<file path="config.mk">
export PLATFORM = sky130hd
export DESIGN_NAME = chat_text_normalizer
export DESIGN_NICKNAME = d
export VERILOG_FILES = /design/src/sv/ctn_pkg.sv /design/src/sv/ctn_front.sv /design/src/sv/ctn_back.sv /design/src/sv/chat_text_normalizer.sv
export SDC_FILE = /design/constraint.sdc
export NUM_CORES = 1
export LEC_CHECK = 0
export BUFFER_PORTS_ARGS = -buffer_cell sky130_fd_sc_hd__buf_2
export CAP_MARGIN = 20
export CORE_AREA = 2 2 119 133
export CTS_CLUSTER_SIZE = 40
export DETAILED_ROUTE_END_ITERATION = 7
export DIE_AREA = 0 0 121 135
export PLACE_DENSITY = 0.72
export SLEW_MARGIN = 10
export SYNTH_ARGS = -nofsm -noshare
export SYNTH_HDL_FRONTEND = slang
export SYNTH_SLANG_ARGS = --single-unit
</file>
<file path="constraint.sdc">
create_clock -name clk -period 13.35 [get_ports clk]
set_input_delay 0.6675 -clock clk [delete_from_list [all_inputs] [get_ports clk]]
set_output_delay 0.6675 -clock clk [all_outputs]
set_load 0.1 [all_outputs]
</file>
<file path="src/sv/ctn_pkg.sv">
// Package for the chat text normalizer: constants, byte codes and the queue entry type.
`timescale 1ns / 1ps

package ctn_pkg;

    // Default width of the per-message character counter
    localparam int LENGTH_BITS = 16;
    // Default depth of the queue between front and back
    localparam int QUEUE_DEPTH = 4;

    // Reset value of the output length limit
    localparam logic [15:0] LIMIT_RESET = 16'd255;

    // UTF-8 smart quote byte codes
    localparam logic [7:0] BYTE_E2   = 8'hE2;
    localparam logic [7:0] BYTE_80   = 8'h80;
    localparam logic [7:0] SQ_LEFT   = 8'h98;
    localparam logic [7:0] SQ_RIGHT  = 8'h99;
    localparam logic [7:0] DQ_LEFT   = 8'h9C;
    localparam logic [7:0] DQ_RIGHT  = 8'h9D;

    // ASCII codes used by the classifier
    localparam logic [7:0] BYTE_UPPER_A = 8'h41;
    localparam logic [7:0] BYTE_UPPER_Z = 8'h5A;
    localparam logic [7:0] BYTE_LOWER_A = 8'h61;
    localparam logic [7:0] BYTE_LOWER_Z = 8'h7A;
    localparam logic [7:0] BYTE_DIGIT_0 = 8'h30;
    localparam logic [7:0] BYTE_DIGIT_9 = 8'h39;
    localparam logic [7:0] BYTE_APOS    = 8'h27;
    localparam logic [7:0] CASE_OFFSET  = 8'h20;

    localparam logic [6:0] CHAR_SPACE = 7'h20;
    localparam logic [6:0] CHAR_APOS  = 7'h27;

    // One queue entry: up to a space plus a character, or a terminator
    typedef struct packed {
        logic        emit_space;
        logic        emit_char;
        logic [6:0]  ch;
        logic        term;
        logic [15:0] length;
    } entry_t;

endpackage

</file>
<file path="src/sv/ctn_front.sv">
// Front end: accepts transactions, decodes smart quotes, collapses whitespace, applies the limit.
`timescale 1ns / 1ps

module ctn_front #(
    parameter int LENGTH_BITS = ctn_pkg::LENGTH_BITS
) (
    input  logic              clk,
    input  logic              rst_n,
    input  logic              in_valid,
    output logic              in_stall,
    input  logic              kind,
    input  logic [7:0]        in_byte,
    input  logic              cfg_we,
    input  logic [15:0]       cfg_data,
    input  logic              q_full,
    output logic              push,
    output ctn_pkg::entry_t   push_entry
);

    localparam int W = (LENGTH_BITS > 16) ? LENGTH_BITS : 16;

    typedef enum logic [1:0] {
        Q_NONE,
        Q_E2,
        Q_E280
    } quote_t;

    quote_t                 quote_stage_reg, quote_stage_next;
    logic                   space_pending_reg, space_pending_next;
    logic                   any_emitted_reg, any_emitted_next;
    logic [LENGTH_BITS-1:0] emit_count_reg, emit_count_next;
    logic [15:0]            out_limit_reg;

    logic                   accept;
    logic [W-1:0]           count_w, count_inc_w, limit_w;
    logic [LENGTH_BITS-1:0] count_inc;
    logic                   fit0, fit1;
    logic [7:0]             lower;
    logic                   keep_class, is_sq, is_dq, is_e2;
    logic                   sp_eff, do_plain, do_apos, keep, sp;
    logic                   emit_space, emit_char;
    logic [6:0]             ch;

    assign in_stall = q_full;
    assign accept   = in_valid && !q_full;

    // Limit checks for the current count and the count after one more character
    always_comb
    begin
        count_inc   = emit_count_reg + 1'b1;
        count_w     = W'(emit_count_reg);
        count_inc_w = W'(count_inc);
        limit_w     = W'(out_limit_reg);
        fit0        = (count_w < limit_w) && (emit_count_reg != '1);
        fit1        = (count_inc_w < limit_w) && (count_inc != '1);
    end

    // Byte classification
    always_comb
    begin
        if (in_byte >= ctn_pkg::BYTE_UPPER_A && in_byte <= ctn_pkg::BYTE_UPPER_Z)
            lower = in_byte + ctn_pkg::CASE_OFFSET;
        else
            lower = in_byte;
        keep_class = (lower >= ctn_pkg::BYTE_LOWER_A && lower <= ctn_pkg::BYTE_LOWER_Z)
                  || (lower >= ctn_pkg::BYTE_DIGIT_0 && lower <= ctn_pkg::BYTE_DIGIT_9)
                  || (lower == ctn_pkg::BYTE_APOS);
        is_sq = (in_byte == ctn_pkg::SQ_LEFT) || (in_byte == ctn_pkg::SQ_RIGHT);
        is_dq = (in_byte == ctn_pkg::DQ_LEFT) || (in_byte == ctn_pkg::DQ_RIGHT);
        is_e2 = (in_byte == ctn_pkg::BYTE_E2);
    end

    // Next state and queue entry
    always_comb
    begin
        quote_stage_next   = quote_stage_reg;
        space_pending_next = space_pending_reg;
        any_emitted_next   = any_emitted_reg;
        emit_count_next    = emit_count_reg;
        push               = 1'b0;
        push_entry         = '0;
        sp_eff             = space_pending_reg;
        do_plain           = 1'b0;
        do_apos            = 1'b0;
        keep               = 1'b0;
        sp                 = 1'b0;
        emit_space         = 1'b0;
        emit_char          = 1'b0;
        ch                 = lower[6:0];

        if (accept)
        begin
            if (kind)
            begin
                // End of message: terminator carries the count, message state clears
                push              = 1'b1;
                push_entry.term   = 1'b1;
                push_entry.length = count_w[15:0];
                quote_stage_next   = Q_NONE;
                space_pending_next = 1'b0;
                any_emitted_next   = 1'b0;
                emit_count_next    = '0;
            end
            else
            begin
                unique case (quote_stage_reg)
                    Q_E280:
                    begin
                        quote_stage_next = Q_NONE;
                        if (is_sq)
                            do_apos = 1'b1;
                        else
                        begin
                            sp_eff   = 1'b1;
                            do_plain = !is_dq;
                        end
                    end
                    Q_E2:
                    begin
                        if (in_byte == ctn_pkg::BYTE_80)
                            quote_stage_next = Q_E280;
                        else
                        begin
                            quote_stage_next = Q_NONE;
                            sp_eff           = 1'b1;
                            do_plain         = 1'b1;
                        end
                    end
                    default:
                    begin
                        quote_stage_next = Q_NONE;
                        do_plain         = 1'b1;
                    end
                endcase

                space_pending_next = sp_eff;
                keep = do_apos || (do_plain && !is_e2 && keep_class);
                if (do_apos)
                    ch = ctn_pkg::CHAR_APOS;

                // A new prefix starts, or the byte counts as whitespace
                if (do_plain && is_e2)
                    quote_stage_next = Q_E2;
                else if (do_plain && !keep_class)
                    space_pending_next = 1'b1;

                // Kept character, with a pending space ahead of it when one is owed
                if (keep)
                begin
                    sp         = any_emitted_reg && sp_eff;
                    emit_space = sp && fit0;
                    emit_char  = sp ? (fit0 && fit1) : fit0;
                    emit_count_next = emit_count_reg + LENGTH_BITS'(emit_space)
                                    + LENGTH_BITS'(emit_char);
                    any_emitted_next   = 1'b1;
                    space_pending_next = 1'b0;
                    push                  = emit_space || emit_char;
                    push_entry.emit_space = emit_space;
                    push_entry.emit_char  = emit_char;
                    push_entry.ch         = ch;
                end
            end
        end
    end

    // State registers and the limit register
    always_ff @(posedge clk or negedge rst_n)
    begin
        if (!rst_n)
        begin
            quote_stage_reg   <= Q_NONE;
            space_pending_reg <= 1'b0;
            any_emitted_reg   <= 1'b0;
            emit_count_reg    <= '0;
            out_limit_reg     <= ctn_pkg::LIMIT_RESET;
        end
        else
        begin
            quote_stage_reg   <= quote_stage_next;
            space_pending_reg <= space_pending_next;
            any_emitted_reg   <= any_emitted_next;
            emit_count_reg    <= emit_count_next;
            if (cfg_we)
                out_limit_reg <= cfg_data;
        end
    end

endmodule

</file>
<file path="src/sv/ctn_back.sv">
// Back end: entry queue and output register, expanding each entry into its result transactions.
`timescale 1ns / 1ps

module ctn_back #(
    parameter int QUEUE_DEPTH = ctn_pkg::QUEUE_DEPTH
) (
    input  logic              clk,
    input  logic              rst_n,
    input  logic              push,
    input  ctn_pkg::entry_t   push_entry,
    output logic              q_full,
    output logic              out_valid,
    input  logic              out_stall,
    output logic [6:0]        out_char,
    output logic              is_char,
    output logic              last,
    output logic [15:0]       out_length
);

    localparam int PTR_W = (QUEUE_DEPTH > 1) ? $clog2(QUEUE_DEPTH) : 1;
    localparam int CNT_W = $clog2(QUEUE_DEPTH + 1);
    localparam logic [PTR_W-1:0] PTR_LAST = PTR_W'(QUEUE_DEPTH - 1);
    localparam logic [CNT_W-1:0] CNT_FULL = CNT_W'(QUEUE_DEPTH);

    ctn_pkg::entry_t   q_mem [QUEUE_DEPTH];
    logic [PTR_W-1:0]  wr_ptr_reg, rd_ptr_reg;
    logic [CNT_W-1:0]  count_reg;
    logic              phase_reg;

    logic              out_valid_reg;
    logic [6:0]        out_char_reg;
    logic              is_char_reg;
    logic              last_reg;
    logic [15:0]       out_length_reg;

    ctn_pkg::entry_t   head;
    logic              empty, load, send_space, pop;

    assign q_full     = (count_reg == CNT_FULL);
    assign empty      = (count_reg == '0);
    assign head       = q_mem[rd_ptr_reg];
    assign load       = !empty && (!out_valid_reg || !out_stall);
    assign send_space = head.emit_space && !phase_reg;
    assign pop        = load && !(send_space && head.emit_char);

    assign out_valid  = out_valid_reg;
    assign out_char   = out_char_reg;
    assign is_char    = is_char_reg;
    assign last       = last_reg;
    assign out_length = out_length_reg;

    // Queue storage
    always_ff @(posedge clk)
    begin
        if (push)
            q_mem[wr_ptr_reg] <= push_entry;
    end

    // Queue pointers, fill count and expansion phase
    always_ff @(posedge clk or negedge rst_n)
    begin
        if (!rst_n)
        begin
            wr_ptr_reg <= '0;
            rd_ptr_reg <= '0;
            count_reg  <= '0;
            phase_reg  <= 1'b0;
        end
        else
        begin
            if (push)
                wr_ptr_reg <= (wr_ptr_reg == PTR_LAST) ? '0 : wr_ptr_reg + 1'b1;
            if (pop)
                rd_ptr_reg <= (rd_ptr_reg == PTR_LAST) ? '0 : rd_ptr_reg + 1'b1;
            count_reg <= count_reg + CNT_W'(push) - CNT_W'(pop);
            if (pop)
                phase_reg <= 1'b0;
            else if (load)
                phase_reg <= 1'b1;
        end
    end

    // Output valid
    always_ff @(posedge clk or negedge rst_n)
    begin
        if (!rst_n)
            out_valid_reg <= 1'b0;
        else if (load)
            out_valid_reg <= 1'b1;
        else if (!out_stall)
            out_valid_reg <= 1'b0;
    end

    // Output payload
    always_ff @(posedge clk)
    begin
        if (load)
        begin
            if (head.term)
            begin
                out_char_reg   <= '0;
                is_char_reg    <= 1'b0;
                last_reg       <= 1'b1;
                out_length_reg <= head.length;
            end
            else
            begin
                out_char_reg   <= send_space ? ctn_pkg::CHAR_SPACE : head.ch;
                is_char_reg    <= 1'b1;
                last_reg       <= 1'b0;
                out_length_reg <= '0;
            end
        end
    end

endmodule

</file>
<file path="src/sv/chat_text_normalizer.sv">
// Top level of the chat text normalizer: front end, entry queue and output stage.
// An accepted input passes through the queue and then the output register to reach the outputs.
// Throughput: one input transaction per cycle while the queue is not full; the back end sends one
// result per cycle while out_stall is low, so a space plus a character from one input is two results.
// The queue (QUEUE_DEPTH entries) absorbs those bursts; the front stalls only when it is full.
// Reset: asynchronous, clears message state, queue and output valid; out_limit returns to 255.
`timescale 1ns / 1ps

module chat_text_normalizer #(
    parameter int LENGTH_BITS = ctn_pkg::LENGTH_BITS,
    parameter int QUEUE_DEPTH = ctn_pkg::QUEUE_DEPTH
) (
    input  logic        clk,
    input  logic        rst_n,
    input  logic        in_valid,
    output logic        in_stall,
    input  logic        kind,
    input  logic [7:0]  in_byte,
    input  logic        cfg_we,
    input  logic [15:0] cfg_data,
    output logic        out_valid,
    input  logic        out_stall,
    output logic [6:0]  out_char,
    output logic        is_char,
    output logic        last,
    output logic [15:0] out_length
);

    logic            q_full;
    logic            push;
    ctn_pkg::entry_t push_entry;

    ctn_front #(
        .LENGTH_BITS (LENGTH_BITS)
    ) u_front (
        .clk        (clk),
        .rst_n      (rst_n),
        .in_valid   (in_valid),
        .in_stall   (in_stall),
        .kind       (kind),
        .in_byte    (in_byte),
        .cfg_we     (cfg_we),
        .cfg_data   (cfg_data),
        .q_full     (q_full),
        .push       (push),
        .push_entry (push_entry)
    );

    ctn_back #(
        .QUEUE_DEPTH (QUEUE_DEPTH)
    ) u_back (
        .clk        (clk),
        .rst_n      (rst_n),
        .push       (push),
        .push_entry (push_entry),
        .q_full     (q_full),
        .out_valid  (out_valid),
        .out_stall  (out_stall),
        .out_char   (out_char),
        .is_char    (is_char),
        .last       (last),
        .out_length (out_length)
    );

endmodule

</file>
==> metrics.md <==
| Metric | Value |
|---|---|
| Post-CTS sizing | `0` |
| Register Area | `0.005010 sq mm` |
| Max Cap Viol | `0` |
| Yosys top cell by area | `edfxtp_1` |
| CTS HTree Levels | `4` |
| Max reg flops | `104` |
| Share of cells above drive strength 1 | `0.2140` |
| DR WL/cell | `approximately 19 um` |
| Die W | `121 um` |
| Initial Util | `0.5633` |
| CTS Root Cell | `clkbuf_16` |
| Post-synth top area share | `0.4622` |
| Vias in the first global route | `5293` |
| Crit Reg-Reg Endpoint | `u_front.count_w[15]` |
| CP required | `about 14 ns` |
| Commonest non-fill, non-tap cell in the layout | `edfxtp_1` |
| Outcome | `finished clean` |
| Starting DRT DRC Count | `443` |
| Syn Area/Cell | `13.28 sq um` |
| Area of the multi-input gates | `0.003104 sq mm` |
| Clock transition at path regs | `0.06 ns` |
| Avg Vias per Cell | `5.881` |
| Post-synth net total | `706` |
| Most frequent cells in the layout | `edfxtp_1 (129), buf_2 (56), nand2_1 (49)` |
| Total Die Area | `approximately 0.016 sq mm` |
| Total power | `1898 uW` |
| Slowest-stage cell, CP | `nor3_1` |
| CP Capture Type | `flop` |
| Fmax | `199.0 MHz` |
| # clock sinks | `174` |
| Largest Register | `u_back.q_mem` |
| Buffers added on ports | `between 50 and 60` |
| Static leakage | `between 0.003 and 0.004 uW` |
| Worst setup path end | `u_front.count_w[15]` |
| Initial antenna violation count | `0` |
| Global-route wire length before repair | `27.72 mm` |
| DR vias | `around 5300` |
| Worst endpoint data arrival time | `about 5.3 ns` |
| FP Rows | `47` |
| Top-Level Pins | `57` |
| Global-route usage over all layers | `0.2242` |
| CTS tree | `built` |
| DRC violations left | `0` |
| DRT Pass-1 Iters | `5` |
| Worst Reg2Reg Path Length in Cells | `19` |
| Die height | `between 100 and 150 um` |
| Launch point of the worst path | `u_front.count_w[4]` |
| Total grt overflow | `0` |
| Critical path class | `flop to flop` |
| Number of synthesis warnings | `0` |
| Synthesized area | `about 0.0084 sq mm` |
| Netlist cell types | `65` |
| Dpl hpwl | `approximately 11 mm` |
| R2r setup slk | `8.33 ns` |
| Period minus WS final | `5.025 ns` |
| Final nets | `763` |
| Register area share after synthesis | `0.5978` |
| # fillers | `about 1100` |
| Post-route antenna net violation count | `0` |
| RSZ-0062 raised after global routing | `false` |
| Max VDD drop | `0.09023 mV` |
| Setup_tns | `0 ns` |
| Area growth, synth to finish | `12.78%` |
| Final Hold Viols | `0` |
| Critical R2R Launch | `u_front.count_w[4]` |
| Largest net degree at the start of global routing | `46` |
| Critical-path cell list | `nand3_1 -> nor3_1 -> nand2_1 -> xnor2_1 -> ha_1 -> a21o_1 -> a21o_1 -> a21oi_1 -> nor2_1 -> nor2_1 -> nand3_1 -> fa_1 -> nand2b_1 -> nor3_2 -> nor3b_1 -> and3_1 -> nand3_1 -> a21o_1 -> a22o_1` |
| Core ar. | `0.01488 sq mm` |
| Slew Viols, Final | `0` |
| Cell Pwr Density | `200.8 mW/mm^2` |
| Min-Delay Path Class | `input port to async pin` |
| Fin Clk Skew | `~0.010 ns` |
| # hold bufs at CTS | `0` |
| Top cells by area, synth | `edfxtp_1 (46%), dfrtp_1 (11%), mux4_2 (6.7%)` |
| Largest fanout on the critical path | `9` |
| GP Congestion | `0.8693` |
| Worst-Skew Late Latency | `0.43 ns` |
| CTS max path bufs | `2` |
| Final setup viols | `0` |
| CP max stage delay | `0.59 ns` |
| N_diodes | `0` |
| Worst slew margin | `0.3027` |
| Inserted Clock Buffers | `17` |
| Top FF cell, synth | `edfxtp_1` |
| EDFF count, synth | `129` |
| Fin crit share | `0.3764` |
| Pin slew with the least headroom to its limit | `approximately 1.0 ns` |
| Final Routed Wirelength | `16.99 mm` |
| Synth async-reset ratio | `0.2586` |
| Post-Synthesis Cells | `~630` |
| Post-CTS Repair Setup Buffers | `0` |
| Critical path launch point type | `flop` |
| #FFs+latches synth | `around 170` |
## cell families after synthesis
logic type | synth area share
AND/OR/NAND/NOR | 0.1317
flip-flops | 0.5978
AO/OA/AOI/OAI | 0.07136
buffers and inverters | 0.03269
adder cells (fa/ha/maj) | 0.06898
multiplexers | 0.07973
XOR/XNOR | 0.01777
## synth_stat cells, types with 5 or more instances
cell type	count
edfxtp_1	129
nor4_1	9
o21ai_0	34
and2_1	17
dfstp_2	8
xor2_1	7
nand4_1	9
a21oi_1	16
o21ai_1	5
nand3_1	18
a22o_1	5
mux4_2	25
nand2_1	49
buf_2	8
a21o_1	9
xnor2_1	10
nor3b_1	5
nor2b_1	24
ha_1	43
and3_1	5
clkbuf_1	12
nor2_1	37
nand2b_1	5
nor3_1	10
dfrtp_1	37
inv_1	36
## per-layer routing
metal  share of wire  up-vias  track usage
met5               0        -            0
met4           0.028        0      0.08915
met3           0.053       31      0.04941
met2            0.50      182       0.3664
met1            0.42     2597       0.2933
li1                -     2465            -
## metrics by stage
stage | cells | hold WS, ns | area, sq um | setup WS (ns) | utilization
2_1_floorplan | 631 | 0.3719 | 8381 | 9.014 | -
5_1_grt | 897 | 0.1169 | 9452 | 7.846 | 0.6353
3_3_place_gp | 864 | 0.4818 | 8838 | 8.593 | 0.5941
3_5_place_dp | 864 | 0.5018 | 8838 | 8.444 | 0.5941
6_report | 897 | 0.1220 | 9452 | 8.325 | 0.6353
4_1_cts | 896 | 0.4369 | 9432 | 8.388 | 0.6339
## worst max-delay path, delay by kind of cell (launching register included)
family          cells  cell delay, ns
fa+ha+maj           2            0.76
compound gates      5            0.91
flops               1            0.50
xor+xnor            1            0.17
simple gates       11            2.56
## how the worst min path moves through the flow
stage / startpoint / to / slack [ns] / cells past startpoint
finish: rst_n / u_front.count_w[0] / 0.12 / 1
global route: rst_n / u_back.wr_ptr_reg[1] / 0.12 / 1
CTS: cfg_data[10] / u_front.limit_w[10] / 0.44 / 3
detailed placement: u_back.phase_reg / u_back.phase_reg / 0.50 / 2
global placement: u_back.phase_reg / u_back.phase_reg / 0.48 / 2
floorplan: rst_n / u_back.count_reg[0] / 0.37 / 0
## where the power goes
group / switching [uW] / internal, uW
Clock: 204 / 295
Sequential: 48.1 / 697
Combinational: 471 / 182
## layout make-up
cell class,count,area share
clock buffers,19,0.04580
inverters,37,0.01469
repair buffers,65,0.03813
well taps,196,0.02595
multi-input cells,393,0.3284
flip-flops and latches,174,0.5301
clock inverters,13,0.01694
(Power assumes the default switching activity.)
